File: config.mk
export PLATFORM = sky130hd
export DESIGN_NAME = ier_front
export DESIGN_NICKNAME = d
export VERILOG_FILES = /design/src/hdl/ier_pkg.sv /design/src/hdl/ier_front.sv
export SDC_FILE = /design/constraint.sdc
export NUM_CORES = 1
export LEC_CHECK = 0
export ABC_AREA = 1
export BUFFER_PORTS_ARGS = -buffer_cell sky130_fd_sc_hd__buf_4
export CAP_MARGIN = 10
export CORE_MARGIN = 2
export CORE_UTILIZATION = 25
export CTS_BUF_LIST = sky130_fd_sc_hd__clkbuf_8
export DETAILED_ROUTE_END_ITERATION = 6
export GPL_ROUTABILITY_DRIVEN = 0
export PLACE_DENSITY = 0.53
export SYNTH_ARGS = -nofsm -noshare
export SYNTH_HDL_FRONTEND = slang
export SYNTH_SLANG_ARGS = --single-unit
File: constraint.sdc
create_clock -name clk_i -period 4.8 [get_ports clk_i]
set_input_delay 0.96 -clock clk_i [delete_from_list [all_inputs] [get_ports clk_i]]
set_output_delay 0.96 -clock clk_i [all_outputs]
set_load 0.02 [all_outputs]
File: src/hdl/ier_pkg.sv
package ier_pkg;

  localparam int unsigned FRAME_DEPTH = 2048;
  localparam int unsigned AW = $clog2(FRAME_DEPTH);
  localparam int unsigned CW = $clog2(FRAME_DEPTH + 2);
  localparam int unsigned IW = (CW > 8) ? CW : 8;

  localparam int unsigned HDR_BYTES = 34;
  localparam int unsigned L4_HDR_BYTES = 6;
  localparam int unsigned ETH_HDR_LEN = 14;
  localparam int unsigned REPLY_L4_START = 34;
  localparam int unsigned TIME_REPLY_LEN = 46;
  localparam int unsigned MIN_L4_LEN = 8;

  localparam logic [31:0] TIME_OFFSET = 32'd2208988800;
  localparam logic [7:0] IP_VER_IHL = 8'h45;
  localparam logic [7:0] IP_TTL = 8'd64;
  localparam logic [7:0] PROTO_ICMP = 8'd1;
  localparam logic [7:0] PROTO_UDP = 8'd17;
  localparam logic [15:0] PORT_TIME = 16'd37;
  localparam logic [15:0] PORT_ECHO = 16'd7;
  localparam logic [15:0] ETHERTYPE_IPV4 = 16'h0800;
  localparam logic [7:0] ICMP_ECHO_REQUEST = 8'd8;
  localparam logic [7:0] UDP_TIME_LEN = 8'd12;

  typedef enum logic [2:0] {
    VD_NONE,
    VD_ICMP,
    VD_TIME,
    VD_ECHO,
    VD_MALFORMED,
    VD_BUSY
  } verdict_e;

  typedef enum logic [1:0] {
    OP_PUSH,
    OP_PUSH_LAST,
    OP_PULL
  } cmd_op_e;

  typedef struct packed {
    cmd_op_e     op;
    logic [7:0]  data;
    logic [15:0] ident;
    logic [31:0] secs;
  } cmd_t;

  typedef struct packed {
    logic valid;
    logic pop;
  } cmd_ctrl_t;

  typedef enum logic [3:0] {
    S_IDLE,
    S_CHECK,
    S_L4RD,
    S_DECIDE,
    S_HSUM,
    S_HFOLD,
    S_PSUM,
    S_EMIT,
    S_PULL_RD,
    S_PULL_OUT
  } state_e;

endpackage

File: src/hdl/ier_front.sv
module ier_front import ier_pkg::*; (
  input  logic        clk_i,
  input  logic        rst_ni,
  input  logic        in_valid_i,
  output logic        in_ready_o,
  input  logic [55:0] in_data_i,
  input  logic        in_last_i,
  input  logic        in_user_i,
  input  logic        cmd_pop_i,
  output logic        cmd_valid_o,
  output cmd_t        cmd_o
);

  cmd_t       q_mem_q [2];
  logic       wr_ptr_q, wr_ptr_d;
  logic       rd_ptr_q, rd_ptr_d;
  logic [1:0] fill_q, fill_d;
  cmd_t       cmd_new;
  logic       push, pop;

  always_comb begin
    cmd_new.data  = in_data_i[7:0];
    cmd_new.ident = in_data_i[23:8];
    cmd_new.secs  = in_data_i[55:24];
    if (in_user_i) begin
      cmd_new.op = OP_PULL;
    end else if (in_last_i) begin
      cmd_new.op = OP_PUSH_LAST;
    end else begin
      cmd_new.op = OP_PUSH;
    end
  end

  assign in_ready_o  = (fill_q != 2'd2);
  assign cmd_valid_o = (fill_q != 2'd0);
  assign cmd_o       = q_mem_q[rd_ptr_q];
  assign push        = in_valid_i && in_ready_o;
  assign pop         = cmd_pop_i && cmd_valid_o;

  always_comb begin
    wr_ptr_d = push ? ~wr_ptr_q : wr_ptr_q;
    rd_ptr_d = pop ? ~rd_ptr_q : rd_ptr_q;
    fill_d   = fill_q + {1'b0, push} - {1'b0, pop};
  end

  always_ff @(posedge clk_i or negedge rst_ni) begin
    if (!rst_ni) begin
      wr_ptr_q <= 1'b0;
      rd_ptr_q <= 1'b0;
      fill_q   <= 2'd0;
    end else begin
      wr_ptr_q <= wr_ptr_d;
      rd_ptr_q <= rd_ptr_d;
      fill_q   <= fill_d;
    end
  end

  always_ff @(posedge clk_i) begin
    if (push) begin
      q_mem_q[wr_ptr_q] <= cmd_new;
    end
  end

endmodule

# ---- Word-level counts from Yosys, hierarchy flattened
# Memory sizes are Yosys's and may differ from the RTL's.
# Cells that the tools add are included.
dict set report word_totals {
  ff_bits 4
  mem_bits_rw 116
  in_bits 62
  output_inout_bits 60
  word_cells 16
  mem_count 1
}
dict set report op_classes {
  addsub 2
  eq_ne 1
  muxes 4
  bitwise 2
  n_reduce_logical 3
}
# memory words word_bits read_ports rd_clocked_by_memory_dff write_ports line_no
set memory_table {}
lappend memory_table {q_mem_q 2 58 1 0 1 ier_front.sv:14} ;# cmd_t q_mem_q [2];
# cell count
set op_table {}
lappend op_table {{$mux 1} 3}
lappend op_table {{$add 2x1->2} 1}
lappend op_table {{$logic_and 1x1->1} 2}
lappend op_table {{$mux 2} 1}
lappend op_table {{$ne 2x2->1 const B} 1}
lappend op_table {{$not 1->1} 2}
lappend op_table {{$reduce_bool 2->1} 1}
lappend op_table {{$sub 2x1->2} 1}

# ---- Depth between registers and ports, before layout
# Gate-level depths: netlist (run 1).
dict set report depth {
  depth_word 4
  depth_mapped 12
  depth_no_buf 12
}

# ---- Worst setup path before layout (run 1)
# No wires, ideal clock.
dict set report synth_timing {
  path_type {input to register}
  start {input port in_valid_i}
  end {memory q_mem_q[1][0] in the netlist's numbering (enable)}
  setup_time_ns 0.476
  arrival_ns 3.525
  required_time_ns 4.324
  setup_slack_ns 0.800
  path_stages 2
  n_path_buf 0
  path_cell_list {nand2_1 -> nor2_1}
}
dict set report synth_between {
  elab_chain_len 3
}
# item line_no
set synth_rtl {}
lappend synth_rtl {{from (decl)} ier_front.sv:4} ;# input logic in_valid_i,
lappend synth_rtl {{$logic_and 1x1->1} ier_front.sv:37} ;# assign push = in_valid_i && in_ready_o;
lappend synth_rtl {{$mux 1} ier_front.sv:59} ;# if (push) begin
lappend synth_rtl {{$mux 1 (not written as such)} ier_front.sv:60} ;# q_mem_q[wr_ptr_q] <= cmd_new;
lappend synth_rtl {{to (decl)} ier_front.sv:14}
# No other way between the ends.

==> flow_summary.ini, run 1 <==
[run_status]
outcome = finished clean

[worst_setup_path]
worstSetupPathType = reg2out
crit_required_ns = 3.84
cpMaxStageDelayCell = buf_4
cp.arrival_ns = 1.76
r2r_slack_ns = 2.49
crit_path_end_kind = output port
crit_buf_inv = 2
critPathMaxFanout = 58
cp-start-kind = flop
r2r_start = fill_q[1]
crit_path_start = rd_ptr_q
cp-endpoint = cmd_o[27]
reg2reg_to = q_mem_q[0][13]
crit_cells = 4
rr_worst_depth = 4
crit_chain = buf_4 > nand2_1 > nand2_1 > buf_4
cpLargestDelayFamily = buffers and inverters
cpPeakStageDelay_ns = 0.54

[cts]
clk_pin_slew_ns = 0.07
post_cts_buffers = 0
cts-root-buf = clkbuf_8
hold_buffers = 0
cts-htree-levels = 4
cts_resized = 0
clock_latency_ns = 0.43
cts_made_buffers = 17
cts_buffer_depth = 2
cts_tree = done
clock_sinks = 120

[logic_synthesis]
yosys.area.top_type = edfxtp_1
synth_area_leaders = edfxtp_1 78%, nand2_1 15%, dfrtp_1 2.2%, buf_2 0.79%, buf_6 0.76%
synth_top_cell_area_share_pct = 78.1
seq_area_frac_synth_pct = 80.3
synth_warnings = 0
synth_edf_count = 116
syn_avg_cell_area_um2 = 13.2
synth_common_cells = 183 x nand2_1, 116 x edfxtp_1, 8 x inv_1
yosysMostFrequentCell = nand2_1
syn_nets = 400
synthCells = 337
ys_dominant_reg_cell = edfxtp_1
async_flop_share_pct = 3.33
ys_ff_latch = 120
synth_cell_types = 14
netlist_area_um2 = 4460

[layout]
layout-drive-gt1-share_pct = 32.5
layout.nets = 531
syn2layout_area_growth_pct = 33.0
fill_cells = 1704
insertedDiodeCount = 0

[global_routing]
grt_overflow = 0
grt_max_degree = 60
track_usage_pct = 10.3
grt_pass1_vias = 2749
grt_first_pass_wirelength_mm = 14.0
antenna_found_initial = 0

[sta]
slew_headroom_pct = 48.5
post-route-period-util_pct = 56.7
min_period_ns = 2.72
finalClockSkew_ns = 0.0101
rsz0062_at_grt = no
worst_pin_slew_ns = 0.771
layout_setup_ws_ns = 2.08
tns_ns = 0
timing_hold_violations_final = 0
max_freq_mhz = 367
slew_violations = 0
setup_viol = 0

[die]
coreArea_um2 = 17400
initial_core_util_pct = 25.7
rows = 48
die_y_um = 138
io_pins = 122
chipWidth_um = 138
fp.dieArea_um2 = 18900

[route]
via_per_inst = 3.96
routed_wl_mm = 9.39
vias = 2792
wl_per_cell_um = 13.3
drtIter0Drc = 163
ant_nets = 0
drc_errors = 0
first_pass_iters = 4

[pwr]
ir_worst_vdd_mv = 0.305
pwr-share-seq_pct = 40.1
combPwrFrac_pct = 39.4
p_switching_w = 0.00139
intPower_w = 0.00233
clkPwrFrac_pct = 20.4
power.leakage_nw = 2.53
power.density_nw_per_um2 = 628
swShare_pct = 37.4

[run]
cap_violations = 0

[place]
port_buffers = 121
hpwl_mm = 5.95
pre_cts_ws_ns = 1.95

[hold_path]
min_path_type = in2async
## sequential cells by signal, indices dropped and copies added, names as in the netlist
register,cells
q_mem_q,116
fill_q,2
rd_ptr_q,1
wr_ptr_q,1
## power by group through the flow
stage	registers [W]	clock network (W)	logic, W
2_1_floorplan	0.00152	0	0.000894
3_3_place_gp	0.00151	0	0.00150
3_5_place_dp	0.00152	0	0.00151
4_1_cts	0.00150	0.000793	0.00151
5_1_grt	0.00152	0.000831	0.00161
6_report	0.00149	0.000761	0.00147
## per-stage QoR
| step | instance area [um2] | utilization, % | hold slack (ns) | instances | total power, W |
|---|---|---|---|---|---|
| 6_report | 5930 | 34.2 | 0.307 | 705 | 0.00372 |
| 5_1_grt | 5930 | 34.2 | 0.271 | 705 | 0.00396 |
| 4_1_cts | 5930 | 34.2 | 0.267 | 705 | 0.00380 |
| 3_5_place_dp | 5610 | 32.3 | 0.559 | 674 | 0.00303 |
| 3_3_place_gp | 5610 | 32.3 | 0.530 | 674 | 0.00301 |
| 2_1_floorplan | 4460 | - | 0.485 | 337 | 0.00241 |
## metal layers
metal / GRT usage [%] / routed length, um
met5: 0 / 0
met4: 6.19 / 229
met2: 16.6 / 4700
met1: 11.3 / 3760
met3: 4.27 / 704
## layout make-up
class                   instances  area, um2  area share [%]
clock buffers                  17        234            3.94
clock inverters                14       93.8            1.58
inverters                       9       36.3           0.611
multi-input cells             195        766            12.9
flip-flops and latches        120       3580            60.4
well taps                     225        282            4.74
repair buffers                125        938            15.8
## how the worst min path moves through the flow
stage	to	slack (ns)
2_1_floorplan	wr_ptr_q	0.48
3_3_place_gp	fill_q[0]	0.53
3_5_place_dp	fill_q[0]	0.56
4_1_cts	fill_q[0]	0.27
5_1_grt	fill_q[1]	0.27
6_report	fill_q[0]	0.31
## cells by family after synthesis
| logic type | Yosys count | synth area share (%) |
|---|---|---|
| AND/OR/NAND/NOR | 191 | 16.1 |
| flip-flops | 120 | 80.3 |
| buffers and inverters | 22 | 2.86 |
| AO/OA/AOI/OAI | 2 | 0.224 |
| XOR/XNOR | 1 | 0.196 |
| adder cells (fa/ha/maj) | 1 | 0.280 |
## placed cells by master, fill, tap and decap left out, drive strengths merged
| cell type | count |
|---|---|
| a21oi | 1 |
| buf | 125 |
| bufinv | 1 |
| clkbuf | 17 |
| clkinv | 11 |
| dfrtp | 4 |
| edfxtp | 116 |
| ha | 1 |
| inv | 11 |
| nand2 | 183 |
| nand3 | 2 |
| nor2 | 6 |
| o21ai | 1 |
| xor2 | 1 |
No activity file was read; power rests on OpenSTA's default activity.
==> run 2, diff against run 1 <==
==> constraint.sdc (replaced) <==
create_clock -name clk_i -period 2.7 [get_ports clk_i]
set_input_delay 0.54 -clock clk_i [delete_from_list [all_inputs] [get_ports clk_i]]
set_output_delay 0.54 -clock clk_i [all_outputs]
set_load 0.02 [all_outputs]
==> flow_summary.ini, run 2 (synthesized netlist as in run 1, its figures left out) <==
[pwr]
pwr-share-seq_pct = 39.9
clkPwrFrac_pct = 20.6
power.density_nw_per_um2 = 1120
ir_worst_vdd_mv = 0.469
power.leakage_nw = 2.53
combPwrFrac_pct = 39.5
p_switching_w = 0.00250
intPower_w = 0.00416
swShare_pct = 37.6

[sta]
max_freq_mhz = 442
hold-worst-slack_ns = 0.297
post-route-period-util_pct = 83.7
min_period_ns = 2.26
setup_viol = 0
slew_headroom_pct = 56.7
layout_setup_ws_ns = 0.440
finalClockSkew_ns = 0.00449
slew_violations = 0
timing_hold_violations_final = 0
rsz0062_at_grt = no
worst_pin_slew_ns = 0.649

[layout]
syn2layout_area_growth_pct = 33.6
final_common_cell = nand2_1
max_flop_register = q_mem_q
layout-drive-gt1-share_pct = 32.2
fin_area_um2 = 5960
largestRegisters = q_mem_q: 116 flops, fill_q: 2 flops
fin_util_pct = 34.3
largest_reg_flops = 116
finalNonFillerCells = 709
layout_common_cells = 183 x nand2_1, 127 x buf_4, 116 x edfxtp_1
insertedDiodeCount = 0
layout.nets = 534

[cts]
cts-htree-levels = 4
clk_pin_slew_ns = 0.07
cts_buffer_depth = 2
clock_sinks = 120
cts_made_buffers = 17
cts-root-buf = clkbuf_8
clock_latency_ns = 0.42
cts_tree = done

[route]
via_per_inst = 3.97
vias = 2813
ant_nets = 0
drtIter0Drc = 157
wl_per_cell_um = 13.6
routed_wl_mm = 9.63
drc_errors = 0
first_pass_iters = 4

[run_status]
outcome = finished clean

[die]
initial_core_util_pct = 25.7
die_y_um = 138
chipWidth_um = 138
coreArea_um2 = 17400
rows = 48
fp.dieArea_um2 = 18900
io_pins = 122

[worst_setup_path]
worstSetupPathType = reg2out
cp.arrival_ns = 1.72
cp-start-kind = flop
crit_required_ns = 2.16
critPathMaxFanout = 59
crit_path_end_kind = output port

[global_routing]
grt_pass1_vias = 2842
grt_max_degree = 60
grt_overflow = 0
antenna_found_initial = 0
grt_first_pass_wirelength_mm = 14.5
track_usage_pct = 10.7

[place]
hpwl_mm = 6.06
place_inst = 676
dpl-instance-area_um2 = 5620
port_buffers = 121
pre_cts_ws_ns = 0.847

[run]
cap_violations = 0

[hold_path]
min_path_type = in2reg
==> run 2: layout make-up <==
class | count | area [um2]
Timing Repair Buffer | 128 | 963
Fill cell | 1690 | 11400
Inverter | 9 | 36.3
Multi-Input combinational cell | 195 | 766
Clock buffer | 17 | 234
Clock inverter | 15 | 96.3
Tap cell | 225 | 282
Sequential cell | 120 | 3580
==> run 2: worst max-delay path, stage by stage (launching register included) <==
cell     delay, ns
dfrtp_2       0.43
inv_4         0.48
nand2_1       0.10
nand2_1       0.11
buf_4         0.15
==> run 2: power by group through the flow <==
| stage | Clock [W] | Combinational, W | Sequential (W) |
|---|---|---|---|
| after floorplan | 0 | 0.00159 | 0.00268 |
| after global placement | 0 | 0.00268 | 0.00269 |
| after detailed placement | 0 | 0.00270 | 0.00270 |
| after CTS | 0.00144 | 0.00271 | 0.00266 |
| after global routing | 0.00153 | 0.00289 | 0.00269 |
| final | 0.00137 | 0.00263 | 0.00266 |
==> run 2: repair_timing <==
action | 4_1_cts | 5_1_grt
hold endpoints to repair | 4 | 0
resized for setup | 0 | 0
setup buffers | 0 | 0
hold buffers | 1 | 0
==> run 2: final timing paths <==
path                                from              to  slack (ns)  depth (start not counted)
setup / recovery                rd_ptr_q       cmd_o[33]        0.44                          4
hold / removal             in_data_i[26]   q_mem_q[0][2]        0.30                          1
setup reg to reg               fill_q[0]  q_mem_q[1][44]        1.02                          5
hold reg to reg                fill_q[0]       fill_q[0]        0.57                          1
max in group asynchronous         rst_ni        rd_ptr_q        2.14                          2
min in group asynchronous         rst_ni       fill_q[1]        0.44                          2
==> run 2: metrics by stage <==
step                      total power (W)  TNS, ns
after floorplan                   0.00427    -4.80
after global placement            0.00536        0
after detailed placement          0.00540        0
after CTS                         0.00681        0
after global routing              0.00712        0
final                             0.00666        0
==> run 2: per-layer routing <==
layer	global-route usage (%)	wire length, um	up-vias
li1	-	-	1397
met4	5.15	172	0
met3	3.90	544	11
met1	12.3	4120	1322
met5	0	0	-
met2	17.5	4800	83
